$ cat src/hw/rtl/ssp_pkg.sv
// Shared types and constants for the single-source shortest path block.
`timescale 1ns / 1ps
package ssp_pkg;

    localparam int VTX_W  = 6;
    localparam int CNT_W  = 7;
    localparam int DIST_W = 22;
    localparam int WIN_W  = 16;
    localparam logic [DIST_W-1:0] DIST_MAX = 22'h3FFFFF;

    localparam logic [CNT_W-1:0] VC_RESET = 7'd64;
    localparam logic [VTX_W-1:0] SV_RESET = 6'd0;

    localparam logic REG_VERTEX_COUNT = 1'b0;
    localparam logic REG_START_VERTEX = 1'b1;

    localparam logic OP_LOAD = 1'b0;
    localparam logic OP_RUN  = 1'b1;

    typedef struct packed {
        logic [CNT_W-1:0] vcount;   // effective vertex count, 1..MAX
        logic [VTX_W-1:0] start;
    } t_cfg;

    typedef struct packed {
        logic             is_run;
        logic             in_range;
        logic [VTX_W-1:0] from;
        logic [VTX_W-1:0] to;
        logic [WIN_W-1:0] weight;
    } t_cmd;

    typedef struct packed {
        logic valid;
        t_cmd cmd;
    } t_q_head;

    typedef enum logic [3:0] {
        ST_IDLE,
        ST_SEL_RD,
        ST_SEL_CMP,
        ST_ED_RD,
        ST_ED_CHK,
        ST_ED_UPD,
        ST_EM_RD,
        ST_EM_OUT
    } t_state;

endpackage

$ cat src/hw/rtl/ssp_cfg.sv
// APB register file: vertex count and start vertex.
`timescale 1ns / 1ps
module ssp_cfg
    import ssp_pkg::*;
#(
    parameter int MAX_VERTICES = 64
) (
    input  logic        i_clk,
    input  logic        i_rst_n,
    input  logic        i_psel,
    input  logic        i_penable,
    input  logic        i_pwrite,
    input  logic [2:0]  i_paddr,
    input  logic [31:0] i_pwdata,
    output logic [31:0] o_prdata,
    output logic        o_pready,
    output t_cfg        o_cfg
);
    localparam logic [CNT_W-1:0] VMAX = CNT_W'(MAX_VERTICES);

    logic [CNT_W-1:0] r_vc;
    logic [VTX_W-1:0] r_sv;
    logic             wr;

    assign o_pready = 1'b1;
    assign wr = i_psel && i_penable && i_pwrite;

    always_ff @(posedge i_clk) begin
        if (!i_rst_n) begin
            r_vc <= VC_RESET;
            r_sv <= SV_RESET;
        end else if (wr) begin
            unique case (i_paddr[2])
                REG_VERTEX_COUNT: r_vc <= i_pwdata[CNT_W-1:0];
                REG_START_VERTEX: r_sv <= i_pwdata[VTX_W-1:0];
                default: ;
            endcase
        end
    end

    always_comb begin
        unique case (i_paddr[2])
            REG_VERTEX_COUNT: o_prdata = {{(32-CNT_W){1'b0}}, r_vc};
            REG_START_VERTEX: o_prdata = {{(32-VTX_W){1'b0}}, r_sv};
            default:          o_prdata = '0;
        endcase
    end

    // zero counts as one, too large clamps to the maximum
    always_comb begin
        priority if (r_vc == '0)  o_cfg.vcount = CNT_W'(1);
        else if (r_vc > VMAX)     o_cfg.vcount = VMAX;
        else                      o_cfg.vcount = r_vc;
        o_cfg.start = r_sv;
    end
endmodule

$ cat config.mk
export PLATFORM = sky130hd
export DESIGN_NAME = ssp_cfg
export DESIGN_NICKNAME = d
export VERILOG_FILES = /design/src/hw/rtl/ssp_pkg.sv /design/src/hw/rtl/ssp_cfg.sv
export SDC_FILE = /design/constraint.sdc
export NUM_CORES = 1
export LEC_CHECK = 0
export ABC_CLOCK_PERIOD_IN_PS = 920
export BUFFER_PORTS_ARGS = -buffer_cell sky130_fd_sc_hd__buf_4
export CAP_MARGIN = 20
export CORE_MARGIN = 2
export CORE_UTILIZATION = 33
export CTS_BUF_LIST = sky130_fd_sc_hd__clkbuf_4
export DETAILED_ROUTE_END_ITERATION = 8
export PLACE_DENSITY = 0.88
export SYNTH_ARGS = -nofsm -noshare
export SYNTH_HDL_FRONTEND = slang
export SYNTH_SLANG_ARGS = --single-unit
$ cat constraint.sdc
create_clock -name i_clk -period 0.92 [get_ports i_clk]
set_input_delay 0.046 -clock i_clk [delete_from_list [all_inputs] [get_ports i_clk]]
set_output_delay 0.046 -clock i_clk [all_outputs]
set_load 0.02 [all_outputs]
* Word level (Yosys, flattened, before mapping)
Cells that the tools add are included.
** Operators by class
- Add/sub/neg operators :: 0
- Multiply operators :: 0
- Divide/modulo/power cells :: 0
- Order comparisons :: 1
- Equal/unequal tests :: 0
- Shift-type cells :: 0
- Multiplexer cells :: 3
- Bitwise gates (word level) :: 1
- Reductions and logical operators :: 5
** Operator list (number)
- $pmux W32 S2 :: 1
- $mux W7 :: 2
- $gt A7 B7 Y1 const B :: 1
- $logic_not A7 Y1 :: 1
- $reduce_and A2 Y1 :: 2
- $logic_and A1 B1 Y1 :: 2
- $not A1 Y1 :: 1
** Word-level totals
- Bits in registers :: 13
- Latch bits :: 0
- Memory bits (writable) :: 0
- ROM bits :: 0
- Input bits :: 40
- Output and inout port bits :: 46
- Word-level logic and storage cells :: 12
- Memories kept :: 0

* Longest topological paths before layout
- Depth after elaboration :: 3
- Depth in mapped cells :: 4
- Mapped depth without buffers :: 2

* Worst setup path after synthesis
OpenSTA, ideal clock, no wires.
- Kind :: flip-flop to output port
- Start :: register r_vc[1]
- End :: output port o_cfg[6] (netlist bit)
- Data arrival time :: 1.134 ns
- Required time :: 0.874 ns
- Slack :: -0.260 ns
- Stages on the path, launching flop included :: 3
- Buffers on the path :: 0
- Cells stage by stage :: dfxtp_1 > or3_1 > o41ai_2
** RTL lines
- start, declared :: RTL line ssp_cfg.sv:21 : logic [CNT_W-1:0] r_vc;
- start signal, assigned :: RTL line ssp_cfg.sv:34 : REG_VERTEX_COUNT: r_vc <= i_pwdata[CNT_W-1:0];
- end, declared :: RTL line ssp_cfg.sv:17 : output t_cfg o_cfg

==> results_dict.tcl <==
set metrics [dict create \
    status "finished, violations left" \
    violations "setup timing" \
    stdcell_count 164 \
    post-route-min-period_ns 1.43 \
    slew_viol_final 0 \
    setup_slack_ns -0.507 \
    first_pass_iters 4 \
    worstHoldEndpoint "r_vc[6]" \
    rsz0062_at_grt "true" \
    syn_inst 97 \
    nets 175 \
    start_util_pct 35.0 \
    cp-end-kind "output port" \
    peakVddDrop_mv 0.545 \
    core_um2 2500 \
    critPathLaunchType "register" \
    p_per_area_nw_per_um2 1020 \
    std_cell_rows 18 \
    setup_viol 14 \
    gp_congestion 0.715 \
    avgSynthCellArea_um2 9.02 \
    die_h_um 55.5 \
    dp_cells 158 \
    layout_commonest_cell "conb_1" \
    ctsLongestPathBuffers 2 \
    drt_iter0_markers 15 \
    intPower_uw 881 \
    layout_common_cells "conb_1 (26), buf_4 (23), nand2_1 (18)" \
    drive_gt1_share_pct 48.5 \
    ios 86 \
    htree_levels 1 \
    clock_skew_ns 0 \
    crit_fanout 2 \
    seq_power_share_pct 46.1 \
    diodes 0 \
    clock-root-buffer "clkbuf_4" \
    drc_errors 0 \
    clk_latency_ns 0.27 \
    r2r_start "r_vc[6]" \
    synth_seq_cells 13 \
    design_area_um2 1240 \
    viasPerCell 4.29 \
    seq_area_frac_synth_pct 29.8 \
    antenna_found_initial 0 \
    maxCapViolations 0 \
    hold_start "i_pwdata[6]" \
    overflow 0 \
    portBuffers 32 \
    synth_area_um2 875 \
    clock_power_share_pct 30.0 \
    p_switching_uw 379 \
    yosys_warnings 0 \
    leakage_nw 0.631 \
    p_comb_share_pct 23.9 \
    via_count 703 \
    whs_path_depth 3 \
    post_dp_cell_area_um2 1070 \
    holdCritPathClass "input pin to register" \
    place_ws_ns -0.214 \
    clock_sinks 13 \
    ant_nets 0 \
    hold_violations 0 \
    grt_max_degree 21 \
    r2r_setup_slack_ns 0.16 \
    routedWlPerCell_um 11.5 \
    cts_buffers 3 \
    grt_pass1_vias 649 \
    hold_buffers 0 \
    period_share_pct 155 \
    drt_wl_total_um 1880 \
    synth_cell_types 16 \
    tritoncts "done" \
    worst-setup-path-type "register to output port" \
    rr_worst_depth 3 \
    cp.arrival_ns 1.38 \
    r2r-end "r_vc[6]" \
    clk_pin_slew_ns 0.07 \
    die-area_um2 3080 \
    die_w_um 55.5 \
    fmax_mhz 701 \
    grtUsageTotal_pct 12.1 \
    hpwl_um 1290 \
    grt_pass1_wl_um 2840 \
    switching_share_pct 30.1 \
    required_ns 0.87 \
    area_growth_pct 41.5 \
]
## flip-flops by register name (all words and copies together), names as in the netlist
register / flops
r_sv: 6
r_vc: 7
## timing repair
action	in CTS	in global routing
gates resized for setup	28	13
cloned	0	0
setup endpoints to repair	14	15
buffers inserted	1	3
pin swaps	1	0
## routing by layer
metal	GRT usage (%)	wire length [um]
met5	0	0
met4	7.32	14
met3	4.22	142
met2	21.3	1040
met1	12.0	683
## worst max-delay path by stage
stage                     startpoint  endpoint  slack, ns  depth (start not counted)
final                        r_vc[3]  o_cfg[6]      -0.51                          3
after global routing         r_vc[3]  o_cfg[6]      -0.55                          3
after CTS                    r_vc[3]  o_cfg[6]      -0.51                          3
after detailed placement     r_vc[1]  o_cfg[6]      -0.21                          3
after global placement       r_vc[1]  o_cfg[6]      -0.20                          3
after floorplan              r_vc[1]  o_cfg[6]      -0.18                          2
## stage by stage
stage          util [%]  setup TNS [ns]  hold WS, ns  power, mW
2_1_floorplan         -          -0.179        0.207      0.872
5_1_grt            49.5           -3.48       0.0316       1.34
6_report           49.5           -2.75       0.0206       1.26
3_5_place_dp       42.8          -0.214        0.312      0.871
3_3_place_gp       42.8          -0.199        0.305      0.869
4_1_cts            47.7           -2.82       0.0121       1.27
## critical path: stages, from the launching register on
cell and delay (ns):
dfxtp_2 0.33, or3_4 0.39, o41ai_4 0.20, buf_4 0.19
## power groups by stage
stage               sequential, mW  clock (mW)  combinational [mW]
floorplan                    0.605           0               0.267
global placement             0.598           0               0.272
detailed placement           0.598           0               0.273
CTS                          0.580       0.402               0.293
global route                 0.583       0.434               0.321
finish                       0.581       0.378               0.301
## Yosys cell counts
library cell | n | area share, %
nor2b_1 | 7 | 5.0
mux2_2 | 6 | 7.7
buf_4 | 26 | 22
nand4b_1 | 1 | 1.0
clkbuf_1 | 3 | 1.3
nand2b_1 | 1 | 0.72
conb_1 | 2 | 0.86
nand4_2 | 1 | 1.4
dfxtp_1 | 13 | 30
buf_6 | 2 | 2.6
and2b_2 | 1 | 1.0
or3_1 | 1 | 0.72
nand2_1 | 18 | 7.7
mux2i_1 | 13 | 15
o41ai_2 | 1 | 1.9
and4b_1 | 1 | 1.1
## cells by family (layout without fill, tap and decap cells)
logic type | after synthesis | count (layout) | share of synthesized area [%]
AOI/OAI and AO/OA | 1 | 1 | 1.86
buffers and inverters | 31 | 44 | 26.2
DFF | 13 | 13 | 29.8
muxes | 19 | 19 | 22.6
other | 2 | 26 | 0.859
and+or+nand+nor | 31 | 31 | 18.7
## cell type report
type / count / area [um2]
flip-flops and latches: 13 / 278
well taps: 30 / 37.5
clock buffers: 4 / 30.0
multi-input cells: 77 / 528
repair buffers: 40 / 364
fillers: 248 / 1260
No activity file was read; power rests on OpenSTA's default activity.
