--- src/hw/rtl/ssp_pkg.sv ---
// Shared types and constants for the single-source shortest path block.
`timescale 1ns / 1ps
package ssp_pkg;

    localparam int VTX_W  = 6;
    localparam int CNT_W  = 7;
    localparam int DIST_W = 22;
    localparam int WIN_W  = 16;
    localparam logic [DIST_W-1:0] DIST_MAX = 22'h3FFFFF;

    localparam logic [CNT_W-1:0] VC_RESET = 7'd64;
    localparam logic [VTX_W-1:0] SV_RESET = 6'd0;

    localparam logic REG_VERTEX_COUNT = 1'b0;
    localparam logic REG_START_VERTEX = 1'b1;

    localparam logic OP_LOAD = 1'b0;
    localparam logic OP_RUN  = 1'b1;

    typedef struct packed {
        logic [CNT_W-1:0] vcount;   // effective vertex count, 1..MAX
        logic [VTX_W-1:0] start;
    } t_cfg;

    typedef struct packed {
        logic             is_run;
        logic             in_range;
        logic [VTX_W-1:0] from;
        logic [VTX_W-1:0] to;
        logic [WIN_W-1:0] weight;
    } t_cmd;

    typedef struct packed {
        logic valid;
        t_cmd cmd;
    } t_q_head;

    typedef enum logic [3:0] {
        ST_IDLE,
        ST_SEL_RD,
        ST_SEL_CMP,
        ST_ED_RD,
        ST_ED_CHK,
        ST_ED_UPD,
        ST_EM_RD,
        ST_EM_OUT
    } t_state;

endpackage

--- src/hw/rtl/ssp_in_if.sv ---
// Input channel: edge load and run words.
`timescale 1ns / 1ps
interface ssp_in_if;
    logic        valid;
    logic        ready;
    logic        opcode;
    logic [5:0]  edge_from;
    logic [5:0]  edge_to;
    logic [15:0] edge_weight;

    modport source (output valid, opcode, edge_from, edge_to, edge_weight, input ready);
    modport sink   (input valid, opcode, edge_from, edge_to, edge_weight, output ready);
endinterface

--- src/hw/rtl/ssp_front.sv ---
// Front end: accepts input words, checks endpoints, queues commands.
`timescale 1ns / 1ps
module ssp_front
    import ssp_pkg::*;
(
    input  logic      i_clk,
    input  logic      i_rst_n,
    ssp_in_if.sink    i_in,
    input  t_cfg      i_cfg,
    input  logic      i_pop,
    output t_q_head   o_head
);
    t_cmd       r_q [2];
    logic       r_wp, r_rp;
    logic [1:0] r_cnt, n_cnt;
    logic       push;
    t_cmd       cmd;

    assign i_in.ready = (r_cnt != 2'd2);
    assign push = i_in.valid && i_in.ready;

    always_comb begin
        cmd.is_run   = (i_in.opcode == OP_RUN);
        cmd.in_range = ({1'b0, i_in.edge_from} < i_cfg.vcount) &&
                       ({1'b0, i_in.edge_to} < i_cfg.vcount);
        cmd.from     = i_in.edge_from;
        cmd.to       = i_in.edge_to;
        cmd.weight   = i_in.edge_weight;
    end

    always_comb begin
        n_cnt = r_cnt;
        if (push && !i_pop)      n_cnt = r_cnt + 2'd1;
        else if (!push && i_pop) n_cnt = r_cnt - 2'd1;
    end

    always_ff @(posedge i_clk) begin
        if (!i_rst_n) begin
            r_wp  <= 1'b0;
            r_rp  <= 1'b0;
            r_cnt <= '0;
        end else begin
            if (push) r_wp <= ~r_wp;
            if (i_pop) r_rp <= ~r_rp;
            r_cnt <= n_cnt;
        end
    end

    always_ff @(posedge i_clk) begin
        if (push) r_q[r_wp] <= cmd;
    end

    assign o_head.valid = (r_cnt != '0);
    assign o_head.cmd   = r_q[r_rp];

    a_cnt_max: assert property (@(posedge i_clk) disable iff (!i_rst_n) r_cnt <= 2'd2)
        else $error("queue overfilled");
    a_pop_ne: assert property (@(posedge i_clk) disable iff (!i_rst_n) i_pop |-> r_cnt != '0)
        else $error("pop from empty queue");
    a_both: assert property (@(posedge i_clk) disable iff (!i_rst_n)
        (push && i_pop) |=> $stable(r_cnt))
        else $error("queue count moved on push and pop");
endmodule

--- src/flat_wrapper.sv ---
// flat-port wrapper written by rule: the top's interface ports become plain ports
module ssp_front_flat import ssp_pkg::*;
  (i_clk, i_rst_n, i_cfg, i_pop, o_head, i_in_valid, i_in_opcode, i_in_edge_from, i_in_edge_to, i_in_edge_weight, i_in_ready);
  ssp_in_if i_in_i ();
  input  logic i_clk;
  input  logic i_rst_n;
  input  t_cfg i_cfg;
  input  logic i_pop;
  output t_q_head o_head;
  input wire logic [$bits(i_in_i.valid)-1:0] i_in_valid;
  input wire logic [$bits(i_in_i.opcode)-1:0] i_in_opcode;
  input wire logic [$bits(i_in_i.edge_from)-1:0] i_in_edge_from;
  input wire logic [$bits(i_in_i.edge_to)-1:0] i_in_edge_to;
  input wire logic [$bits(i_in_i.edge_weight)-1:0] i_in_edge_weight;
  output wire logic [$bits(i_in_i.ready)-1:0] i_in_ready;
  assign i_in_i.valid = i_in_valid;
  assign i_in_i.opcode = i_in_opcode;
  assign i_in_i.edge_from = i_in_edge_from;
  assign i_in_i.edge_to = i_in_edge_to;
  assign i_in_i.edge_weight = i_in_edge_weight;
  assign i_in_ready = i_in_i.ready;
  ssp_front u_core (.i_clk(i_clk), .i_rst_n(i_rst_n), .i_in(i_in_i), .i_cfg(i_cfg), .i_pop(i_pop), .o_head(o_head));
endmodule
--- config.mk ---
export PLATFORM = sky130hd
export DESIGN_NAME = ssp_front_flat
export DESIGN_NICKNAME = d
export VERILOG_FILES = /design/src/hw/rtl/ssp_pkg.sv /design/src/hw/rtl/ssp_in_if.sv /design/src/hw/rtl/ssp_front.sv /design/src/flat_wrapper.sv
export SDC_FILE = /design/constraint.sdc
export NUM_CORES = 1
export LEC_CHECK = 0
export BUFFER_PORTS_ARGS = -buffer_cell sky130_fd_sc_hd__buf_2
export CORE_ASPECT_RATIO = 1.5
export CORE_UTILIZATION = 55
export CTS_BUF_LIST = sky130_fd_sc_hd__clkbuf_16
export DETAILED_ROUTE_END_ITERATION = 8
export MAX_ROUTING_LAYER = met4
export PLACE_DENSITY = 0.86
export SLEW_MARGIN = 20
export SYNTH_ARGS = -nofsm -noshare
export SYNTH_HDL_FRONTEND = slang
export SYNTH_SLANG_ARGS = --single-unit
--- constraint.sdc ---
create_clock -name i_clk -period 6.3 [get_ports i_clk]
set_clock_uncertainty 0.15 [all_clocks]
set_input_delay 0.315 -clock i_clk [delete_from_list [all_inputs] [get_ports i_clk]]
set_output_delay 0.315 -clock i_clk [all_outputs]
set_load 0.01 [all_outputs]
Yosys cells after proc, flatten, opt, wreduce, memory -nomap -nowiden
Memories as Yosys holds them, arrays and structs flattened. A register that Yosys moved wholly into a read port is not among the register bits.
Cells that the tools add are included.
{"block": "word_totals", "ff_bits": 4, "ram_bits": 60, "inputBits": 46, "elab_cells": 25, "mem_count": 1}
{"block": "op_classes", "addsub": 2, "magnitude_cmp": 2, "n_eq_ne": 1, "muxes": 6, "bitwise_logic": 2, "reduce_logical": 8}
{"memory": "u_core.r_q", "words": 2, "width": 30, "read_ports": 1, "rd_ports_with_merged_regs": 1, "wr": 1, "line": "ssp_front.sv:13", "rtl": "t_cmd r_q [2];"}
{"operator": "< comparator 6 x 7 -> 1 bit", "count": 2}
{"operator": "logical AND 1 bit", "count": 4}
{"operator": "two-way mux 1 bit", "count": 4}
{"operator": "two-way mux 2 bit", "count": 2}
{"operator": "nonzero test 2 bit", "count": 2}
{"operator": "adder 2 x 1 -> 2 bit, second input constant", "count": 1}
{"operator": "zero test 1 bit", "count": 2}
{"operator": "!= test 2 bit, second input constant", "count": 1}
{"operator": "inverter 1 bit", "count": 2}
{"operator": "subtractor 2 x 1 -> 2 bit, second input constant", "count": 1}

Logic depth before layout (Yosys ltp)
{"block": "depth", "ltp_word": 6, "depth_mapped": 7, "mapped_depth_nobuf": 7}

Least setup slack after synthesis
Ideal clock, no wire load.
{"block": "synth_timing", "path_kind": "register to register", "startpoint": "register u_core.r_cnt[0]", "endpoint": "memory u_core.r_q[0][0] (netlist name), enable pin", "t_arrival_ns": 1.901, "setup_slack_ns": 3.832, "stages_incl_launch_ff": 4, "n_path_buf": 0, "period_less_slack_ns": 2.468, "path_cell_list": "dfxtp_1 -> nand2b_4 -> nand2_1 -> nor2_1"}
{"block": "synth_between", "elab_chain_cells": 4}
{"item": "start, declared", "line": "ssp_front.sv:15", "rtl": "logic [1:0] r_cnt, n_cnt;"}
{"item": "start signal, assigned", "line": "ssp_front.sv:45", "rtl": "r_cnt <= n_cnt;"}
{"item": "!= test 2 bit", "line": "ssp_front.sv:19", "rtl": "assign i_in.ready = (r_cnt != 2'd2);"}
{"item": "named net i_in_ready", "line": "flat_wrapper.sv:15", "rtl": "output wire logic [$bits(i_in_i.ready)-1:0] i_in_ready;"}
{"item": "logical AND 1 bit", "line": "ssp_front.sv:20", "rtl": "assign push = i_in.valid && i_in.ready;"}
{"item": "two-way mux 1 bit", "line": "ssp_front.sv:50", "rtl": "if (push) r_q[r_wp] <= cmd;"}
{"item": "two-way mux 1 bit (implied by the code)", "line": "ssp_front.sv:50"}
{"item": "end, declared", "line": "ssp_front.sv:13"}
The timed path passes the listed nets, and every way through them passes these cells.

==> results.tsv <==
metric	value	unit
WP buf/inv	2	
# clock sinks	65	
fin cells	299	
die width	58.4	um
Rows	30	
status	complete, no violations	
register bit total from synthesis	65	
DR iter-0 viols	45	
CP max stage cell	mux2_2	
post-DP HPWL	2950	um
Reg2Reg Launch Point	u_core.r_cnt[0]	
Synth Instances	148	
WS Path Type	register to output port	
crit path time final	1.97	ns
flop2flop setup slack	4.59	ns
slew of the pin with the lowest slew margin	0.400	ns
clk_lat worst skew	0.31	ns
final count of hold timing violations	0	
share of post-route cells with drive strength above 1	51.5	%
Placed Cells	283	
Initial Utilization	57.7	%
Global Route Usage Sum	19.2	%
first-pass GRT wire length	6600	um
Fillers	294	
WL/cell	14.2	um
largest stage delay on the critical path	0.38	ns
pin count of the biggest net entering global routing	31	
Final ANT Viol Nets	0	
CP startpoint kind	register	
# diodes	0	
initial antenna violation count	0	
WP data arrival	1.51	ns
via/cell ratio	5.04	
depth of the worst register-to-register path	6	
Hold WS	0.0347	ns
setup-violating endpoint count in the final report	0	
Critical Path Stages	3	
Worst Hold Class	input port to register	
Syn. warnings	0	
post-CTS resize count	0	
TritonCTS buffer count	9	
Tot Pwr	1.22	mW
max_slew headroom	73.3	%
sequential fraction of the synthesis area	72.5	%
P_leak	1.37	nW
VDD IR-drop max	0.260	mV
Post-Syn Area	2620	um^2
core area	4540	um^2
achievable clock frequency	507	MHz
Max Cap Viol	0	
H-tree levels	3	
cell at the root of the clock tree	clkbuf_16	
synthesis-to-finish area growth	28.9	%
WHS Path Cells	1	
setup_tns	0	ns
Clock Tree Buf Depth	2	
fin crit share	31.3	%
delay-heaviest family, CP	buffers and inverters	
crit path max fanout	30	
Cell variety after synth	25	
power per cell area	362	nW/um^2
RSZ-0062 raised after global routing	false	
I/O Buffers	71	
crit path cell chain	buf_4 > mux2_2 > buf_2	
final WL	4250	um
most frequent cells in the layout	buf_2, edfxtp_1, mux2_2, ha_1, inv_1	
I/O pin count	78	
Mean Syn Cell Area	17.7	um^2
Die ar.	5050	um^2
Post-CTS Setup Inserts	0	
total vias in the final route	1507	
global route overflow	0	
# DRC	0	
CTS tree	built	
Syn Nets	205	
vias in the first global route	1555	
hold buffers post-CTS	0	
clk slew on worst S/H paths	0.05	ns
final-stage net count	287	
Worst EP required	5.83	ns
most common cell after layout, fill and taps aside	buf_2	
drt first pass iters	4	
hold_sp	i_in_edge_weight[5]	
gpl congestion	0.707	
Max Transition Viols Final	0	
Post-Route Utilization	74.4	%
critical path endpoint category	output port	
die height	86.6	um
## Yosys cell counts
cell / count / area (um^2)
buf_2: 3 / 15.0
inv_1: 8 / 30.0
nand2b_4: 1 / 13.8
a21oi_1: 2 / 10.0
nand2b_1: 2 / 12.5
o221ai_1: 1 / 8.76
nor4_1: 1 / 6.26
nor2_1: 3 / 11.3
dfxtp_1: 5 / 100
o2111ai_1: 1 / 8.76
o21ai_0: 1 / 5.00
nand2_1: 3 / 11.3
or2_2: 1 / 6.26
and2_1: 4 / 25.0
o22ai_1: 1 / 6.26
a21boi_1: 1 / 7.51
xnor2_1: 2 / 17.5
or3_1: 1 / 6.26
nor3_1: 1 / 5.00
ha_1: 11 / 138
and3_1: 1 / 6.26
xor2_1: 2 / 17.5
mux2_2: 30 / 338
a211oi_1: 2 / 15.0
edfxtp_1: 60 / 1800
## cell type report
cell class / count / area, um^2 / share of cell area [%]
clock buffer: 9 / 225 / 6.66
clock inverter: 7 / 87.6 / 2.59
inverter: 8 / 30.0 / 0.888
multi-input combinational: 72 / 678 / 20.1
sequential: 65 / 1900 / 56.3
tap: 64 / 80.1 / 2.37
timing repair buffer: 74 / 378 / 11.2
## metrics by stage
stage	setup slack, ns	cell area [um^2]
2_1_floorplan	3.83	2620
3_3_place_gp	4.63	3070
3_5_place_dp	4.57	3070
4_1_cts	4.30	3380
5_1_grt	4.25	3380
6_report	4.33	3380
## worst paths after layout
kind / end
setup / recovery: o_head[18]
hold / removal: u_core.r_q[1][5]
hold reg to reg: u_core.r_cnt[1]
setup reg to reg: u_core.r_cnt[1]
## flip-flops by register name (all words and copies together), names as in the netlist, named ones only
register	count
u_core.r_cnt	2
u_core.r_q	60
u_core.r_wp	1
u_core.r_rp	1
## where the power goes
| group | total [mW] | switching, mW | internal, mW |
|---|---|---|---|
| Combinational | 0.177 | 0.0935 | 0.0831 |
| Clock | 0.501 | 0.159 | 0.342 |
| Sequential | 0.547 | 0.0150 | 0.532 |
| Total | 1.22 | 0.267 | 0.957 |
## worst register-to-register path, stage by stage, from the launching register on
cell and delay (ns):
dfxtp_1 0.34, nand2b_4 0.16, nand2_1 0.13, inv_1 0.06
ha_1 0.31, or3_1 0.35, a21boi_1 0.14
## kinds of logic (layout without fill, tap and decap cells)
family,count (synthesis),after routing,share of synthesized area (%)
flip-flops,65,65,72.5
multiplexers,30,30,12.9
AND/OR/NAND/NOR,18,18,3.96
adder cells (fa/ha/maj),11,11,5.25
buffers and inverters,11,98,1.72
AO/OA/AOI/OAI,9,9,2.34
XOR/XNOR,4,4,1.34
## metal layers
metal | vias to the layer above | track usage [%] | part of all wire, %
met5 | - | - | 0
met4 | 0 | 7.14 | 1.2
met3 | 5 | 6.27 | 5.3
met2 | 48 | 35.2 | 56
met1 | 724 | 18.0 | 38
li1 | 730 | - | -
Power figures use the tool's default switching activity.
